==> src/sv/tkm_pkg.sv <==
// Shared constants, types and helpers of the trie keyword matcher.
package tkm_pkg;

    // Capacity of the trie
    localparam int MAX_NODES    = 256;
    localparam int MAX_SYMBOLS  = 64;
    localparam int MAX_PATTERNS = 64;

    // Derived widths
    localparam int NODE_W   = $clog2(MAX_NODES);
    localparam int SYM_W    = $clog2(MAX_SYMBOLS);
    localparam int PAT_W    = (MAX_PATTERNS > 1) ? $clog2(MAX_PATTERNS) : 1;
    localparam int NCNT_W   = $clog2(MAX_NODES + 1);
    localparam int SCNT_W   = $clog2(MAX_SYMBOLS + 1);
    localparam int PCNT_W   = $clog2(MAX_PATTERNS + 1);
    localparam int EDATA_W  = (NODE_W > PAT_W) ? NODE_W : PAT_W;
    localparam int ENTRY_W  = EDATA_W + 2;
    localparam int TABLE_AW = NODE_W + SYM_W;
    localparam int TABLE_DEPTH = 1 << TABLE_AW;

    // Fixed field widths of the item channels
    localparam int KIND_W     = 2;
    localparam int CHAR_W     = 8;
    localparam int CHAR_DEPTH = 1 << CHAR_W;
    localparam int STATUS_W   = 3;
    localparam int PIDX_W     = 6;
    localparam int NCOUNT_W   = 9;

    // Item kinds
    localparam logic [KIND_W-1:0] KIND_CLEAR  = 2'd0;
    localparam logic [KIND_W-1:0] KIND_INSERT = 2'd1;
    localparam logic [KIND_W-1:0] KIND_MATCH  = 2'd2;

    typedef enum logic [STATUS_W-1:0] {
        ST_DONE          = 3'd0,
        ST_RUNNING       = 3'd1,
        ST_MATCHED       = 3'd2,
        ST_REJECTED      = 3'd3,
        ST_TABLE_FULL    = 3'd4,
        ST_ALPHABET_FULL = 3'd5,
        ST_TOO_MANY      = 3'd6
    } t_status;

    typedef logic [NODE_W-1:0]   t_node;
    typedef logic [SYM_W-1:0]    t_sym;
    typedef logic [CHAR_W-1:0]   t_char;
    typedef logic [KIND_W-1:0]   t_kind;
    typedef logic [TABLE_AW-1:0] t_slot;

    // One transition table entry: child node, or accept entry with pattern index
    typedef struct packed {
        logic               valid;
        logic               accept;
        logic [EDATA_W-1:0] data;
    } t_entry;

    // Item as it leaves the symbol lookup stage
    typedef struct packed {
        logic  valid;
        t_kind kind;
        t_char character;
        logic  restart;
        t_sym  sym;
        logic  sym_new;
    } t_stage_item;

    // Symbol map update requested by the trie stage
    typedef struct packed {
        logic  en;
        logic  clear;
        t_char addr;
        t_sym  sym;
    } t_map_wr;

    // Next walk positions, forwarded to the lookup stage
    typedef struct packed {
        t_node cursor;
        t_node match_node;
    } t_node_fwd;

    // Transition table read request
    typedef struct packed {
        logic  re;
        t_slot addr;
    } t_tbl_rd;

    // Result of one item
    typedef struct packed {
        logic                valid;
        t_status             status;
        logic [PIDX_W-1:0]   pattern_index;
        logic [NCOUNT_W-1:0] node_count;
    } t_result;

    function automatic logic [PIDX_W-1:0] to_pidx(input logic [EDATA_W-1:0] d);
        logic [EDATA_W+PIDX_W-1:0] w;
        w = {{PIDX_W{1'b0}}, d};
        return w[PIDX_W-1:0];
    endfunction

    function automatic logic [NCOUNT_W-1:0] to_ncount(input logic [NCNT_W-1:0] n);
        logic [NCNT_W+NCOUNT_W-1:0] w;
        w = {{NCOUNT_W{1'b0}}, n};
        return w[NCOUNT_W-1:0];
    endfunction

endpackage

==> src/sv/tkm_ram.sv <==
// Generic single-port-write, single-port-read RAM with registered read data.
module tkm_ram #(
    parameter int WIDTH = 8,
    parameter int DEPTH = 256
) (
    input  logic                                     i_clk,
    input  logic                                     i_we,
    input  logic [((DEPTH > 1) ? $clog2(DEPTH) : 1)-1:0] i_waddr,
    input  logic [WIDTH-1:0]                         i_wdata,
    input  logic                                     i_re,
    input  logic [((DEPTH > 1) ? $clog2(DEPTH) : 1)-1:0] i_raddr,
    output logic [WIDTH-1:0]                         o_rdata
);

    logic [WIDTH-1:0] r_mem [DEPTH];
    logic [WIDTH-1:0] r_rdata;

    // Read returns the contents before a write at the same edge
    always_ff @(posedge i_clk) begin
        if (i_we) begin
            r_mem[i_waddr] <= i_wdata;
        end
        if (i_re) begin
            r_rdata <= r_mem[i_raddr];
        end
    end

    assign o_rdata = r_rdata;

endmodule

==> src/sv/tkm_lookup.sv <==
// Symbol lookup stage: byte to symbol mapping and transition table address.
module tkm_lookup (
    input  logic                  i_clk,
    input  logic                  i_rst_n,
    input  logic                  i_adv,
    input  logic                  i_accept,
    input  tkm_pkg::t_kind        i_kind,
    input  tkm_pkg::t_char        i_character,
    input  logic                  i_restart,
    input  tkm_pkg::t_map_wr      i_map_wr,
    input  tkm_pkg::t_node_fwd    i_node_fwd,
    output tkm_pkg::t_stage_item  o_item,
    output tkm_pkg::t_tbl_rd      o_tbl_rd
);

    logic                              r_valid;
    tkm_pkg::t_kind                    r_kind;
    tkm_pkg::t_char                    r_char;
    logic                              r_restart;
    logic                              r_fwd_hit;
    tkm_pkg::t_sym                     r_fwd_sym;
    logic                              r_mvalid;
    logic [tkm_pkg::CHAR_DEPTH-1:0]    r_map_valid;

    tkm_pkg::t_sym map_rdata;
    tkm_pkg::t_sym sym_base;
    tkm_pkg::t_sym sym_eff;
    tkm_pkg::t_node node_sel;

    tkm_ram #(
        .WIDTH (tkm_pkg::SYM_W),
        .DEPTH (tkm_pkg::CHAR_DEPTH)
    ) u_symbol_map (
        .i_clk   (i_clk),
        .i_we    (i_adv && i_map_wr.en),
        .i_waddr (i_map_wr.addr),
        .i_wdata (i_map_wr.sym),
        .i_re    (i_accept),
        .i_raddr (i_character),
        .o_rdata (map_rdata)
    );

    always_ff @(posedge i_clk) begin
        if (!i_rst_n) begin
            r_valid     <= 1'b0;
            r_map_valid <= '0;
        end else begin
            if (i_adv) begin
                r_valid <= i_accept;
            end
            if (i_adv && i_map_wr.clear) begin
                r_map_valid <= '0;
            end else if (i_adv && i_map_wr.en) begin
                r_map_valid[i_map_wr.addr] <= 1'b1;
            end
        end
    end

    // Capture the item; catch a symbol written at the same edge
    always_ff @(posedge i_clk) begin
        if (i_accept) begin
            r_kind    <= i_kind;
            r_char    <= i_character;
            r_restart <= i_restart;
            r_fwd_hit <= i_map_wr.en && (i_map_wr.addr == i_character);
            r_fwd_sym <= i_map_wr.sym;
            r_mvalid  <= r_map_valid[i_character];
        end
    end

    always_comb begin
        sym_base = r_fwd_hit ? r_fwd_sym : (r_mvalid ? map_rdata : '0);
        // A symbol assigned by the item ahead takes precedence
        if (i_map_wr.en && (i_map_wr.addr == r_char)) begin
            sym_eff = i_map_wr.sym;
        end else begin
            sym_eff = sym_base;
        end

        if (r_kind == tkm_pkg::KIND_MATCH) begin
            node_sel = r_restart ? '0 : i_node_fwd.match_node;
        end else begin
            node_sel = i_node_fwd.cursor;
        end

        o_tbl_rd.re   = i_adv && r_valid;
        o_tbl_rd.addr = {node_sel, sym_eff};

        o_item.valid     = r_valid;
        o_item.kind      = r_kind;
        o_item.character = r_char;
        o_item.restart   = r_restart;
        o_item.sym       = sym_eff;
        o_item.sym_new   = (sym_eff == '0);
    end

endmodule

==> config.mk <==
export PLATFORM = sky130hd
export DESIGN_NAME = tkm_lookup
export DESIGN_NICKNAME = d
export VERILOG_FILES = /design/src/sv/tkm_pkg.sv /design/src/sv/tkm_ram.sv /design/src/sv/tkm_lookup.sv
export SDC_FILE = /design/constraint.sdc
export NUM_CORES = 2
export LEC_CHECK = 0
export ABC_AREA = 0
export BUFFER_PORTS_ARGS = -buffer_cell sky130_fd_sc_hd__clkbuf_2
export CORE_ASPECT_RATIO = 0.7
export CORE_MARGIN = 5
export CORE_UTILIZATION = 30
export CTS_CLUSTER_DIAMETER = 120
export DETAILED_ROUTE_END_ITERATION = 12
export SLEW_MARGIN = 30
export SYNTH_ARGS = -nofsm -noshare
export SYNTH_HDL_FRONTEND = slang
export SYNTH_SLANG_ARGS = --single-unit
export TNS_END_PERCENT = 50
==> constraint.sdc <==
create_clock -name i_clk -period 3.7 [get_ports i_clk]
set_clock_uncertainty 0.1 [all_clocks]
set_input_delay 0.555 -clock i_clk [delete_from_list [all_inputs] [get_ports i_clk]]
set_output_delay 0.555 -clock i_clk [all_outputs]
set_load 0.005 [all_outputs]
==> results.md <==
- Status: finished clean
- Power per cell area: 510 nW/um^2
- Fin nets: 4,348
- Avg WL per Cell: 25.5 microns
- Detail Route Antenna Nets: 0
- FFs w/ async S/R, synth: 0
- CP delay by family, top: buffers and inverters
- Antenna violations before repair: 9
- Max-cap violation count: 0
- Worst-path clk slew: 0.06 ns
- Measured slew at the worst slew-check pin: approximately 1.1 ns
- CTS Buf Count: 182
- Critical path buffers and inverters: 4
- WP depth: 10
- Vias in the first global route: 38,300
- Final Max Slew Viols: 0
- Mapped Area: between 70,000 and 80,000 sq um
- Yosys top cell by area: edfxtp_1
- RSZ-0062 raised after global routing: true
- Remaining global-route overflow: 0
- Mapped Cells: roughly 3,800
- Worst IR Drop VDD: 0.393 mV
- Worst-path fanout max: 6
- Setup CP Type: register to output pin
- Number of synthesized flops with an enable pin: roughly 1,600
- Die height: 416 microns
- CTS tree: built
- Die Area: around 250,000 sq um
- Largest cells by area after synthesis: edfxtp_1 66%, mux4_2 12%, dfxtp_1 7.3%, o21a_1 2.7%, mux2i_1 2.7%
- Worst endpoint data arrival time: roughly 3.0 ns
- Starting Density: 0.301
- Final worst slack: between 0.06 and 0.07 ns
- Startpoint Class: register
- Num Clock Sinks: 1,818
- Leakage Power: ~27 nW
- FF-to-FF setup slack: 0.76 ns
- Syn Nets: 3,853
- Clk_lat worst skew: approximately 0.86 ns
- Number of H-tree levels: 4
- Critical register-to-register path startpoint: u_symbol_map.r_mem[193][0]
- Residual DRC count: 0
- Fmax: 0.275 GHz
- FF+latch count, synth: 1,818
- Detailed placer's ending HPWL: approximately 130,000 microns
- WHS: 0.0603 ns
- Initial DRC count: between 4,000 and 5,000
- 1st-pass router iterations: 5
- Total global-route track usage: 0.154
- Top cell type's share of synthesized area: 0.663
- Final hold vios: 0
- FF-to-FF path depth: 8
- Routed WL: 194,000 microns
- Worst Setup SP: r_char[1]
- Synth unique cells: 57
- Slowest-stage cell, CP: edfxtp_1
- Fin crit period: about 3.6 ns
- Most frequent cells after synthesis: 1,561 x edfxtp_1, 367 x mux4_2, 291 x nor2_1, 257 x dfxtp_1, 256 x o21a_1
- I/O Buffers: 80
- Worst stage delay on the critical path: roughly 0.54 ns
- Rel. slew slack: 0.294
- Min-delay worst type: input pin to register
- # fillers: 21,800
- Power, Total: 42.7 mW
- WP data required: slightly above 3 ns
- Post-route clock period utilization: 0.984
- Core area: 235,000 sq um
- CTS root buffer: clkbuf_16
- Worst path cell trace: xor2_2 > nor4_1 > nand4_1 > buf_6 > buf_4 > a21oi_1 > buf_4 > nor4_2 > nor3b_2 > buf_2
- Boundary pin count: 81
- R2R Path End: u_symbol_map.o_rdata[0]
- Pin count of the biggest net entering global routing: 193
- Syn Area/Cell: 18.6 sq um
- Sum of negative setup slack: 0 ns
- Most frequent cell after synthesis: edfxtp_1
- Worst hold start: i_adv
- Synth-to-Final Area Change: 18.4%
- CTS Buffer Depth: 4
- Dpl ws: -0.189 ns
- Share of post-route cells with drive strength above 1: 0.271
- Synth warnings: 0
- Vias: just under 40,000
- Crit path to: o_item[0]
- GPL Wtd Cong: 0.850
- First-pass GRT wire length: ~280,000 microns
- Top FF cell, synth: edfxtp_1
- Seq/Total Area, Yosys: 0.736
- Die X: around 600 microns
- CP dominant cell by count: buf_4
- # rows: 149
- Worst setup EP type: output pin
- Setup violators final: 0
- Vias/cell: 5.13
[per-layer routing]
| layer | track usage | up-vias | wire length, microns |
|---|---|---|---|
| li1 | - | 16400 | - |
| met1 | 0.237 | 20700 | 88100 |
| met2 | 0.213 | 1761 | 80900 |
| met3 | 0.0439 | 288 | 20100 |
| met4 | 0.0368 | 4 | 4890 |
| met5 | 0 | - | 27 |
[state kept, by name, indices dropped and copies added, names as in the netlist]
| register | flops |
|---|---|
| u_symbol_map.r_mem | 1536 |
| r_char | 8 |
| r_fwd_sym | 6 |
| r_map_valid | 256 |
| r_mvalid | 1 |
| r_restart | 1 |
| u_symbol_map.o_rdata | 6 |
| r_valid | 1 |
| r_kind | 2 |
| r_fwd_hit | 1 |
[final cells by class]
type / count / area (sq um) / share of cell area
inverters: 6 / 26.3 / 0.000314
repair buffers: 558 / 4580 / 0.0547
clock inverters: 67 / 689 / 0.00824
multi-input cells: 1735 / 17300 / 0.207
well taps: 3171 / 3970 / 0.0474
flip-flops and latches: 1818 / 52000 / 0.621
diodes: 4 / 10.0 / 0.000120
clock buffers: 262 / 5080 / 0.0607
[cell families after synthesis]
family,after synthesis,share of synthesized area
buffers and inverters,253,0.0203
AND/OR/NAND/NOR,557,0.0335
multiplexers,574,0.149
flip-flops,1818,0.736
AO/OA/AOI/OAI,588,0.0595
XOR/XNOR,16,0.00198
[worst min-delay path by stage]
stage                                endpoint  cells past startpoint
global route        u_symbol_map.r_mem[56][4]                      1
CTS                                   r_valid                      3
global placement             r_map_valid[178]                      1
floorplan                    r_map_valid[109]                      1
detailed placement           r_map_valid[176]                      1
finish                                r_valid                      3
[cell usage in the layout (no fill, tap or decap), types with 22 or more instances in the layout]
| cell | count |
|---|---|
| buf_12 | 38 |
| clkinv_2 | 26 |
| o21a_1 | 256 |
| o22ai_1 | 33 |
| nor2_1 | 285 |
| nor3_1 | 24 |
| o221ai_1 | 45 |
| nand3_1 | 35 |
| mux4_2 | 367 |
| nand2_1 | 125 |
| dfxtp_1 | 257 |
| mux2i_1 | 188 |
| buf_4 | 435 |
| a22oi_1 | 59 |
| a21oi_1 | 81 |
| o21ai_0 | 25 |
| clkbuf_1 | 60 |
| clkbuf_8 | 24 |
| clkbuf_2 | 68 |
| clkbuf_16 | 184 |
| nor2b_1 | 22 |
| edfxtp_1 | 1561 |
[metrics by stage]
step                      cells   util  instance area, sq um
final                      7621  0.356                 83700
after global routing       7619  0.356                 83700
after CTS                  7614  0.356                 83600
after detailed placement   7276  0.331                 77800
after global placement     7276  0.331                 77800
after floorplan            3806      -                 70700
[power by group]
group          leakage (nW)  switching (mW)  internal (mW)
clock                  2.82            7.73           10.3
sequential             16.1          0.0219           22.3
combinational          8.44            1.49          0.837
total                  27.4            9.24           33.4
[worst reg2reg max path, stage by stage (launching register included)]
cell      delay (ns)
edfxtp_1        0.37
mux4_2          0.49
a22oi_1         0.28
nand3_1         0.21
a21oi_1         0.27
nor4b_1         0.55
buf_4           0.21
a21o_1          0.12
nor3_1          0.07
[what timing repair did]
| action | 4_1_cts | 5_1_grt |
|---|---|---|
| hold buffers | 5 | 0 |
| endpoints found under the hold margin | 5 | 0 |
| setup endpoints to repair | 13 | 1 |
| gates cloned | 0 | 0 |
| pin swaps | 1 | 4 |
| gates resized for setup | 1 | 9 |
| setup buffers | 4 | 3 |
No activity file was read; power rests on OpenSTA's default activity.
